===== src/hw/rtl/uc_pkg.sv =====
// shared types, codes and constants for the utf-8 codec
package uc_pkg;

    // stream payload widths
    localparam int CP_W      = 31;
    localparam int BYTE_W    = 8;
    localparam int CNT_W     = 3;
    localparam int IN_DATA_W = 40;
    localparam int OUT_DATA_W = 40;

    // input selector codes
    localparam logic OP_ENCODE = 1'b0;
    localparam logic OP_DECODE = 1'b1;

    // result kind codes
    typedef enum logic [1:0] {
        KIND_BYTE = 2'd0,
        KIND_CODE = 2'd1,
        KIND_ERR  = 2'd2
    } t_kind;

    // one result item
    typedef struct packed {
        t_kind               kind;
        logic [BYTE_W-1:0]   byte_out;
        logic [CP_W-1:0]     code_out;
        logic                last;
    } t_result;

    // encoded length thresholds
    localparam logic [CP_W-1:0] LIM_2 = 31'd128;
    localparam logic [CP_W-1:0] LIM_3 = 31'd2048;
    localparam logic [CP_W-1:0] LIM_4 = 31'd65536;
    localparam logic [CP_W-1:0] LIM_5 = 31'd2097152;
    localparam logic [CP_W-1:0] LIM_6 = 31'd67108864;

    // lead byte prefix for a sequence of n bytes
    function automatic logic [BYTE_W-1:0] lead_prefix(input logic [CNT_W-1:0] n);
        logic [BYTE_W-1:0] p;
        case (n)
            3'd2:    p = 8'hC0;
            3'd3:    p = 8'hE0;
            3'd4:    p = 8'hF0;
            3'd5:    p = 8'hF8;
            3'd6:    p = 8'hFC;
            default: p = 8'h00;
        endcase
        return p;
    endfunction

endpackage


===== src/hw/rtl/uc_enc.sv =====
// encoder byte generator: length and byte at a given position of a code point
module uc_enc
    import uc_pkg::*;
(
    input  logic [CP_W-1:0]   i_cp,
    input  logic [CNT_W-1:0]  i_pos,
    output logic [BYTE_W-1:0] o_byte,
    output logic              o_last
);

    logic [CNT_W-1:0]  len;
    logic [CNT_W-1:0]  k;
    logic [BYTE_W-1:0] slice;

    // sequence length from the code point range
    always_comb begin
        if (i_cp < LIM_2)      len = 3'd1;
        else if (i_cp < LIM_3) len = 3'd2;
        else if (i_cp < LIM_4) len = 3'd3;
        else if (i_cp < LIM_5) len = 3'd4;
        else if (i_cp < LIM_6) len = 3'd5;
        else                   len = 3'd6;
    end

    // six-bit groups still to follow this byte
    assign k = 3'(len - 3'd1 - i_pos);

    // code point shifted right by 6*k
    always_comb begin
        case (k)
            3'd0:    slice = i_cp[7:0];
            3'd1:    slice = i_cp[13:6];
            3'd2:    slice = i_cp[19:12];
            3'd3:    slice = i_cp[25:18];
            3'd4:    slice = {1'b0, i_cp[30:24]};
            3'd5:    slice = {7'd0, i_cp[30]};
            default: slice = '0;
        endcase
    end

    // lead byte carries the prefix, the rest are continuation bytes
    always_comb begin
        if (i_pos == 3'd0) begin
            o_byte = lead_prefix(len) | slice;
        end else begin
            o_byte = {2'b10, slice[5:0]};
        end
    end

    assign o_last = (k == 3'd0);

endmodule


===== src/hw/rtl/uc_dec.sv =====
// streaming decoder: sequence state and the result of one input byte
module uc_dec
    import uc_pkg::*;
(
    input  logic              i_clk,
    input  logic              i_rst_n,
    input  logic              i_fire,
    input  logic [BYTE_W-1:0] i_byte,
    output logic              o_has_result,
    output t_result           o_res
);

    logic [CP_W-1:0]  r_partial;
    logic [CNT_W-1:0] r_remain;
    logic [CP_W-1:0]  n_partial;
    logic [CNT_W-1:0] n_remain;
    logic [CP_W-1:0]  shifted;

    assign shifted = {r_partial[CP_W-7:0], i_byte[5:0]};

    // next state and result for the byte
    always_comb begin
        n_partial    = r_partial;
        n_remain     = r_remain;
        o_has_result = 1'b0;
        o_res.kind     = KIND_CODE;
        o_res.byte_out = '0;
        o_res.code_out = '0;
        o_res.last     = 1'b1;
        if (r_remain != 3'd0) begin
            // inside a sequence every byte is a continuation
            n_partial = shifted;
            n_remain  = 3'(r_remain - 3'd1);
            if (r_remain == 3'd1) begin
                o_has_result   = 1'b1;
                o_res.code_out = shifted;
            end
        end else if (i_byte < 8'h80) begin
            o_has_result   = 1'b1;
            o_res.code_out = {23'd0, i_byte};
        end else if (i_byte < 8'hC0 || i_byte >= 8'hFE) begin
            // lone continuation or invalid byte
            o_has_result   = 1'b1;
            o_res.kind     = KIND_ERR;
            o_res.byte_out = i_byte;
        end else if (i_byte < 8'hE0) begin
            n_remain  = 3'd1;
            n_partial = {26'd0, i_byte[4:0]};
        end else if (i_byte < 8'hF0) begin
            n_remain  = 3'd2;
            n_partial = {27'd0, i_byte[3:0]};
        end else if (i_byte < 8'hF8) begin
            n_remain  = 3'd3;
            n_partial = {28'd0, i_byte[2:0]};
        end else if (i_byte < 8'hFC) begin
            n_remain  = 3'd4;
            n_partial = {29'd0, i_byte[1:0]};
        end else begin
            n_remain  = 3'd5;
            n_partial = {30'd0, i_byte[0]};
        end
    end

    // sequence state
    always_ff @(posedge i_clk) begin
        if (!i_rst_n) begin
            r_partial <= '0;
            r_remain  <= '0;
        end else if (i_fire) begin
            r_partial <= n_partial;
            r_remain  <= n_remain;
        end
    end

endmodule


===== src/hw/rtl/utf8_codec.sv =====
// utf-8 codec top level: input register, encode/decode step, output register
// throughput: an encode item emits 1 to 6 bytes and a decode item at most one result item,
// set by the single output register that takes one byte a cycle unless the receiver stalls it
// reset: synchronous active low, clears both valid flags, the byte position and the decoder sequence state
module utf8_codec
    import uc_pkg::*;
(
    input  logic                  i_clk,
    input  logic                  i_rst_n,
    input  logic                  i_s_tvalid,
    output logic                  o_s_tready,
    input  logic [IN_DATA_W-1:0]  i_s_tdata,   // code_point[30:0], byte_in[38:31], zero pad
    input  logic                  i_s_tuser,   // op
    output logic                  o_m_tvalid,
    input  logic                  i_m_tready,
    output logic [OUT_DATA_W-1:0] o_m_tdata,   // byte_out[7:0], code_out[38:8], zero pad
    output logic [1:0]            o_m_tuser,   // out_kind
    output logic                  o_m_tlast    // last
);

    logic              r_in_valid;
    logic              r_op;
    logic [CP_W-1:0]   r_cp;
    logic [BYTE_W-1:0] r_byte;
    logic [CNT_W-1:0]  r_pos;
    logic              r_out_valid;
    t_result           r_res;

    logic              emit_ok;
    logic              enc_step;
    logic              dec_fire;
    logic              item_done;
    logic              produce;
    logic [BYTE_W-1:0] enc_byte;
    logic              enc_last;
    logic              dec_has;
    t_result           dec_res;
    t_result           n_res;

    uc_enc u_enc (
        .i_cp   (r_cp),
        .i_pos  (r_pos),
        .o_byte (enc_byte),
        .o_last (enc_last)
    );

    uc_dec u_dec (
        .i_clk        (i_clk),
        .i_rst_n      (i_rst_n),
        .i_fire       (dec_fire),
        .i_byte       (r_byte),
        .o_has_result (dec_has),
        .o_res        (dec_res)
    );

    // step control
    assign emit_ok   = !r_out_valid || i_m_tready;
    assign enc_step  = r_in_valid && emit_ok && (r_op == OP_ENCODE);
    assign dec_fire  = r_in_valid && emit_ok && (r_op == OP_DECODE);
    assign item_done = dec_fire || (enc_step && enc_last);
    assign produce   = enc_step || (dec_fire && dec_has);
    assign o_s_tready = !r_in_valid || item_done;

    // result to load into the output register
    always_comb begin
        if (r_op == OP_ENCODE) begin
            n_res.kind     = KIND_BYTE;
            n_res.byte_out = enc_byte;
            n_res.code_out = '0;
            n_res.last     = enc_last;
        end else begin
            n_res = dec_res;
        end
    end

    // input register and byte position
    always_ff @(posedge i_clk) begin
        if (!i_rst_n) begin
            r_in_valid <= 1'b0;
            r_pos      <= '0;
        end else begin
            if (o_s_tready) begin
                r_in_valid <= i_s_tvalid;
            end
            if (enc_step) begin
                r_pos <= enc_last ? 3'd0 : 3'(r_pos + 3'd1);
            end
        end
    end

    // input payload
    always_ff @(posedge i_clk) begin
        if (o_s_tready && i_s_tvalid) begin
            r_op   <= i_s_tuser;
            r_cp   <= i_s_tdata[30:0];
            r_byte <= i_s_tdata[38:31];
        end
    end

    // output register
    always_ff @(posedge i_clk) begin
        if (!i_rst_n) begin
            r_out_valid <= 1'b0;
        end else if (produce) begin
            r_out_valid <= 1'b1;
        end else if (i_m_tready) begin
            r_out_valid <= 1'b0;
        end
    end

    // output payload
    always_ff @(posedge i_clk) begin
        if (produce) begin
            r_res <= n_res;
        end
    end

    assign o_m_tvalid = r_out_valid;
    assign o_m_tdata  = {1'b0, r_res.code_out, r_res.byte_out};
    assign o_m_tuser  = r_res.kind;
    assign o_m_tlast  = r_res.last;

endmodule


===== config.mk =====
export PLATFORM = sky130hd
export DESIGN_NAME = utf8_codec
export DESIGN_NICKNAME = d
export VERILOG_FILES = /design/src/hw/rtl/uc_pkg.sv /design/src/hw/rtl/uc_enc.sv /design/src/hw/rtl/uc_dec.sv /design/src/hw/rtl/utf8_codec.sv
export SDC_FILE = /design/constraint.sdc
export NUM_CORES = 1
export LEC_CHECK = 0
export ABC_AREA = 1
export BUFFER_PORTS_ARGS = -buffer_cell sky130_fd_sc_hd__buf_2
export CAP_MARGIN = 15
export CELL_PAD_IN_SITES_DETAIL_PLACEMENT = 1
export CELL_PAD_IN_SITES_GLOBAL_PLACEMENT = 1
export CORE_AREA = 2 2 123 113
export CTS_CLUSTER_DIAMETER = 100
export DETAILED_ROUTE_END_ITERATION = 10
export DIE_AREA = 0 0 125 115
export PLACE_DENSITY_LB_ADDON = 0.1
export SYNTH_ARGS = -nofsm -noshare
export SYNTH_HDL_FRONTEND = slang
export SYNTH_SLANG_ARGS = --single-unit

===== constraint.sdc =====
create_clock -name i_clk -period 4.56 [get_ports i_clk]
set_clock_uncertainty 0.1 [all_clocks]
set_input_delay 0.228 -clock i_clk [delete_from_list [all_inputs] [get_ports i_clk]]
set_output_delay 0.228 -clock i_clk [all_outputs]
set_load 0.05 [all_outputs]

* Yosys cells after proc, flatten, opt, wreduce, memory -nomap -nowiden *
Index checks and enable logic that the tools add are counted.

word-level totals
  flip-flop bits (word level) = 115
  input port bits = 45
  output and inout bits = 45

cells by class
  add/sub/neg operators = 4
  $lt $le $gt $ge = 12
  equality and inequality tests = 13
  multiplexer cells = 37
  bitwise logic cells = 2
  reduce and logical (&&, ||, !) cells = 19

operators with widths
  cell                  number
  $mux 25               6
  $mux 31               2
  $lt 8x8->1 const B    6
  $pmux 8 s6            1
  $mux 40               1
  $pmux 8 s5            1
  $mux 3                11
  $lt 31x12->1 const B  1
  $lt 31x17->1 const B  1
  $lt 31x22->1 const B  1
  $lt 31x27->1 const B  1
  $lt 31x8->1 const B   1
  $mux 8                3
  $mux 9                2
  $eq 3x3->1 const B    5
  $eq 3x2->1 const B    4
  $mux 10               1
  $ge 8x8->1 const B    1
  $or 8x8->8            1
  $mux 1                7
  $eq 3x1->1 const B    2
  $logic_and 1x1->1     6
  $logic_not 3->1       2
  $sub 3x1->3 const B   2
  other kinds (11)      18

* Depth between registers and ports, before layout *
  word-level depth = 13
  mapped depth = 20
  depth with buffers taken out = 20

* By module *
Synthesis repeated with hierarchy kept, for this count alone.

second synthesis, totals
  cells, all modules = 601
  area, all modules = 5445.2 um^2

by module, submodules not included
  module      times used  cells an instance  area an instance (um^2)  seq. area each (um^2)
  utf8_codec  1           227                3159.3                   2562.5
  uc_dec      1           242                1651.6                   560.5
  uc_enc      1           132                634.4                    0.0

* Least setup slack after synthesis *
Ideal clock, no wire load.

  path type = register to register
  start = register r_cp[30]
  end = register r_byte[0] (enable)
  arrival time = 4.402 ns
  data required time = 3.998 ns
  path slack = -0.404 ns
  stages on the path, launching flop included = 14
  path buffers = 0
  clock period less this slack = 4.964 ns
  path through = edfxtp_1 > nor2_2 > nand2_2 > nor2_4 > nand3b_1 > nand2_1 > nand2_1 > ha_1 > fa_1 > nor2_1 > inv_2 > nor2_8 > nand2_2 > a31oi_1

on the way
  longest elaborated chain between the ends = 13

ends and longest elaborated chain
  item                    RTL line          RTL
  start, declared         utf8_codec.sv:23  logic [CP_W-1:0] r_cp;
  start signal, assigned  utf8_codec.sv:95  r_cp <= i_s_tdata[30:0];
  $lt 31x27->1            uc_enc.sv:21      else if (i_cp < LIM_6) len = 3'd5;
  $mux 2                  uc_enc.sv:21
  $mux 3                  uc_enc.sv:20      else if (i_cp < LIM_5) len = 3'd4;
  $mux 3                  uc_enc.sv:19      else if (i_cp < LIM_4) len = 3'd3;
  $mux 3                  uc_enc.sv:18      else if (i_cp < LIM_3) len = 3'd2;
  $mux 3 (*)              uc_enc.sv:17      if (i_cp < LIM_2) len = 3'd1;
  $sub 3x1->3 (*)         uc_enc.sv:26      assign k = 3'(len - 3'd1 - i_pos);
  $sub 3x3->3 (*)         uc_enc.sv:26
  $logic_not 3->1 (*)     uc_enc.sv:50      assign o_last = (k == 3'd0);
  $logic_and 1x1->1 (*)   utf8_codec.sv:60  assign item_done = dec_fire || (enc_step && enc_last);
  $logic_or 1x1->1 (*)    utf8_codec.sv:60
  $logic_or 1x1->1 (*)    utf8_codec.sv:62  assign o_s_tready = !r_in_valid || item_done;
  $logic_and 1x1->1 (*)   utf8_codec.sv:93  if (o_s_tready && i_s_tvalid) begin
  end signal, assigned    utf8_codec.sv:96  r_byte <= i_s_tdata[38:31];
  end, declared           utf8_codec.sv:24  logic [BYTE_W-1:0] r_byte;

Mark *: on every way between the ends. The rest lies on a longest branch, timed or not.
A chain may end at the register's enable or synchronous reset.

* Worst setup path in the final report *
  start = register r_cp[24]
  end = output port o_s_tready

on the way
  longest elaborated chain between the ends = 12

ends and longest elaborated chain
  item                   RTL line          RTL
  $lt 31x27->1           uc_enc.sv:21
  $mux 2                 uc_enc.sv:21
  $mux 3                 uc_enc.sv:20
  $mux 3                 uc_enc.sv:19
  $mux 3                 uc_enc.sv:18
  $mux 3 (*)             uc_enc.sv:17
  $sub 3x1->3 (*)        uc_enc.sv:26
  $sub 3x3->3 (*)        uc_enc.sv:26
  $logic_not 3->1 (*)    uc_enc.sv:50
  $logic_and 1x1->1 (*)  utf8_codec.sv:60
  $logic_or 1x1->1 (*)   utf8_codec.sv:60
  $logic_or 1x1->1 (*)   utf8_codec.sv:62
  end, declared          utf8_codec.sv:11  output logic o_s_tready,

Marks and branches as above.

==> impl_metrics.csv <==
group,metric,value,unit
run_status,status,"completed",
clock_tree,clock-root-buffer,"clkbuf_16",
sta,hold_ws,0.0347,ns
floorplan,die_area,14400,sq um
critical_path,worstPathMaxFanout,8,
detailed_routing,first_pass_iters,4,
sta,hold_viol_final,0,
critical_path,path_class,"flop to output port",
synth,async_reset_ff_share,0,%
power,pwr_density_cell,412,nW/um^2
synth,synth_top_cell_area_share,48.8,%
detailed_routing,drcViolationCount,0,
clock_tree,clkLatencyLatePin,0.41,ns
critical_path,worstPathRequired,4.23,ns
synth,ys_types,36,
final_layout,final_util,50.3,%
detailed_routing,drt.antenna.violating_nets,0,
floorplan,die_h,115,microns
final_layout,n_antenna_cell,0,
final_layout,nNetsFinal,695,
synth,seq_area_frac_synth,61.9,%
clock_tree,cts_buffers,17,
critical_path,critPathBufInv,2,
sta,rsz0062_at_grt,"false",
power,p_total,2.72,mW
final_layout,ff_latch_area,3120,sq um
detailed_routing,drt-total-wl,13300,microns
final_layout,multi_input_area,1630,sq um
synth,yosysWarningCount,0,
synth,synth_edf_count,82,
clock_tree,cts_tree,"yes",
critical_path,endpoint_kind,"output port",
critical_path,crit_chain,"nor2_1 -> nand2_1 -> nor2_4 -> nand3b_1 -> nand2_1 -> nand2_1 -> ha_1 -> fa_1 -> xnor2_1 -> inv_1 -> nand2_2 -> nand2_4 -> nor2_8 -> nand2_2 -> nand3_1 -> buf_2",
clock_tree,htreeDepth,4,
final_layout,fill_cells,1496,
synth,synth.avg_cell_area,9.92,sq um
clock_tree,post-cts-setup-buffers,0,
floorplan,core,13100,sq um
synth,syn_nets,561,
critical_path,path_delay_family,"simple AND/OR/NAND/NOR gates",
sta,final_max_slew_viol_count,0,
power,power.leakage,2.62,nW
critical_path,startpoint_type,"flop",
clock_tree,clk_pin_slew,0.05,ns
floorplan,num_io_pins,90,
clock_tree,cts_buffer_depth,2,
sta,period_minus_slack,3.80,ns
sta,finalSetupViolCount,0,
placement,globalplace.congestion,0.845,
floorplan,start_util,38.5,%
synth,synth.cells.most_frequent,"103 x nand2_1, 82 x edfxtp_1, 63 x nand3_1",
synth,yosys_register_bits,115,
power,ir_drop,263,uV
final_layout,syn2layout_area_growth,30.6,%
synth,synth_area_leader_cell,"edfxtp_1",
detailed_routing,vias,3978,
sta,tns,0,ns
final_layout,drive_gt1_share,23.5,%
synth,synthTopCellsByArea,"edfxtp_1 49%, dfxtp_1 13%, nand2_1 7.7%",
placement,dp_hpwl,8890,microns
critical_path,crit_top_cell,"nand2_1",
floorplan,rows,40,
sta,tightest_slew,1.03,ns
floorplan,die_w,125,microns
sta,max-slew-margin-rel,31.1,%
detailed_routing,wire_per_inst,16.2,microns
synth,synth.most_common_cell,"nand2_1",
sta,fmax,263,MHz
detailed_routing,drt-initial-drc-count,277,
detailed_routing,avgViaCountPerCell,4.83,
job,cap_viol_max_count,0,
global_route,grt_start_max_net_pins,40,
worst_hold_path,hold_class,"primary input to flop",
placement,numPortBuffers,87,
sta,period_share,83.4,%
global_route,antenna_found_initial,0,
global_route,grt_pass1_wl,21300,microns
global_route,grt_use_total,19.5,%
synth,ys.flop_type,"edfxtp_1",
synth,netlist_area,5050,sq um
global_route,gr-total-overflow,0,
critical_path,cp_slowest_cell,"edfxtp_1",
critical_path,cp_data_arrival_time,3.48,ns
critical_path,cpPeakStageDelay,0.42,ns
synth,synthCells,509,
clock_tree,cts_sinks,115,
global_route,grt_pass1_vias,4101,
==> cell families (layout without fill, tap and decap cells) <==
logic type	count (synthesis)	after routing	synth area share, %
buffers and inverters	73	220	6.22
XOR/XNOR	2	2	0.347
AO/OA/AOI/OAI	62	62	7.31
flip-flops	115	115	61.9
adder cells (fa/ha/maj)	7	7	1.88
AND/OR/NAND/NOR	249	249	22.3
other	1	1	0.0743
==> where the power goes <==
part	switching, mW	internal, mW	leakage, nW
combinational	0.237	0.0950	1.32
clock	0.439	0.734	0.250
sequential	0.0272	1.18	1.05
total	0.703	2.01	2.62
==> repair_timing <==
item	in CTS	in global routing
endpoints found under the setup margin	0	0
hold buffers	40	0
resized for setup	0	0
hold endpoints to repair	40	0
==> layout by cell type, fill, tap and decap left out, types with 6 or more instances in the layout <==
master and count:
a21oi_1 24, a21oi_2 10, buf_2 87, clkbuf_1 6, clkbuf_16 17, clkinv_1 6
dfxtp_1 33, dlygate4sd3_1 40, edfxtp_1 82, ha_1 6, inv_1 51, nand2_1 103
nand2_2 14, nand3_1 63, nor2_1 50, nor3_1 7, o21ai_0 12, o21ai_1 9
==> path summary, 6_finish.rpt <==
path | start | endpoint | slack [ns] | cells after the start
worst max-delay path | r_cp[24] | o_s_tready | 0.76 | 16
worst min-delay path | i_m_tready | o_m_tvalid | 0.03 | 4
worst max register to register | r_cp[24] | r_cp[0] | 0.86 | 16
worst min register to register | u_dec.r_partial[22] | u_dec.r_partial[22] | 0.36 | 2
==> routing by layer <==
layer,up-vias,global-route usage [%],share of wire (%)
met5,-,0,0
met4,0,6.37,1.4
met3,18,5.77,5.3
met2,103,30.0,45
met1,1889,26.7,49
li1,1968,-,-
==> through the flow <==
step	cells	setup slack [ns]	instance area (sq um)
finish	824	0.756	6590
global route	824	0.488	6590
CTS	823	0.745	6560
detailed placement	751	0.864	5650
global placement	751	0.980	5650
floorplan	509	0.477	5050
==> flip-flops by register name, indices dropped and copies added (netlist names) <==
signal,count
o_m_tdata,39
r_cp,31
u_dec.r_partial,25
r_byte,8
r_pos,3
u_dec.r_remain,3
o_m_tuser,2
o_m_tlast,1
o_m_tvalid,1
r_in_valid,1
r_op,1
==> worst register-to-register path: cells and delay by family, from the launching register on <==
kind	cells	cell delay, ns
AO/OA/AOI/OAI	1	0.38
XOR/XNOR	1	0.25
adder cells (fa/ha/maj)	2	0.56
AND/OR/NAND/NOR	10	1.29
flip-flops	1	0.42
buffers and inverters	2	0.37
==> cell type report <==
type	instances	area share (%)
Clock buffer	23	6.80
Tap cell	168	3.19
Clock inverter	9	0.968
Sequential cell	115	47.4
Timing Repair Buffer	133	13.9
Multi-Input combinational cell	321	24.7
Inverter	55	3.13
Note: power is estimated with default switching activity, not from simulation.
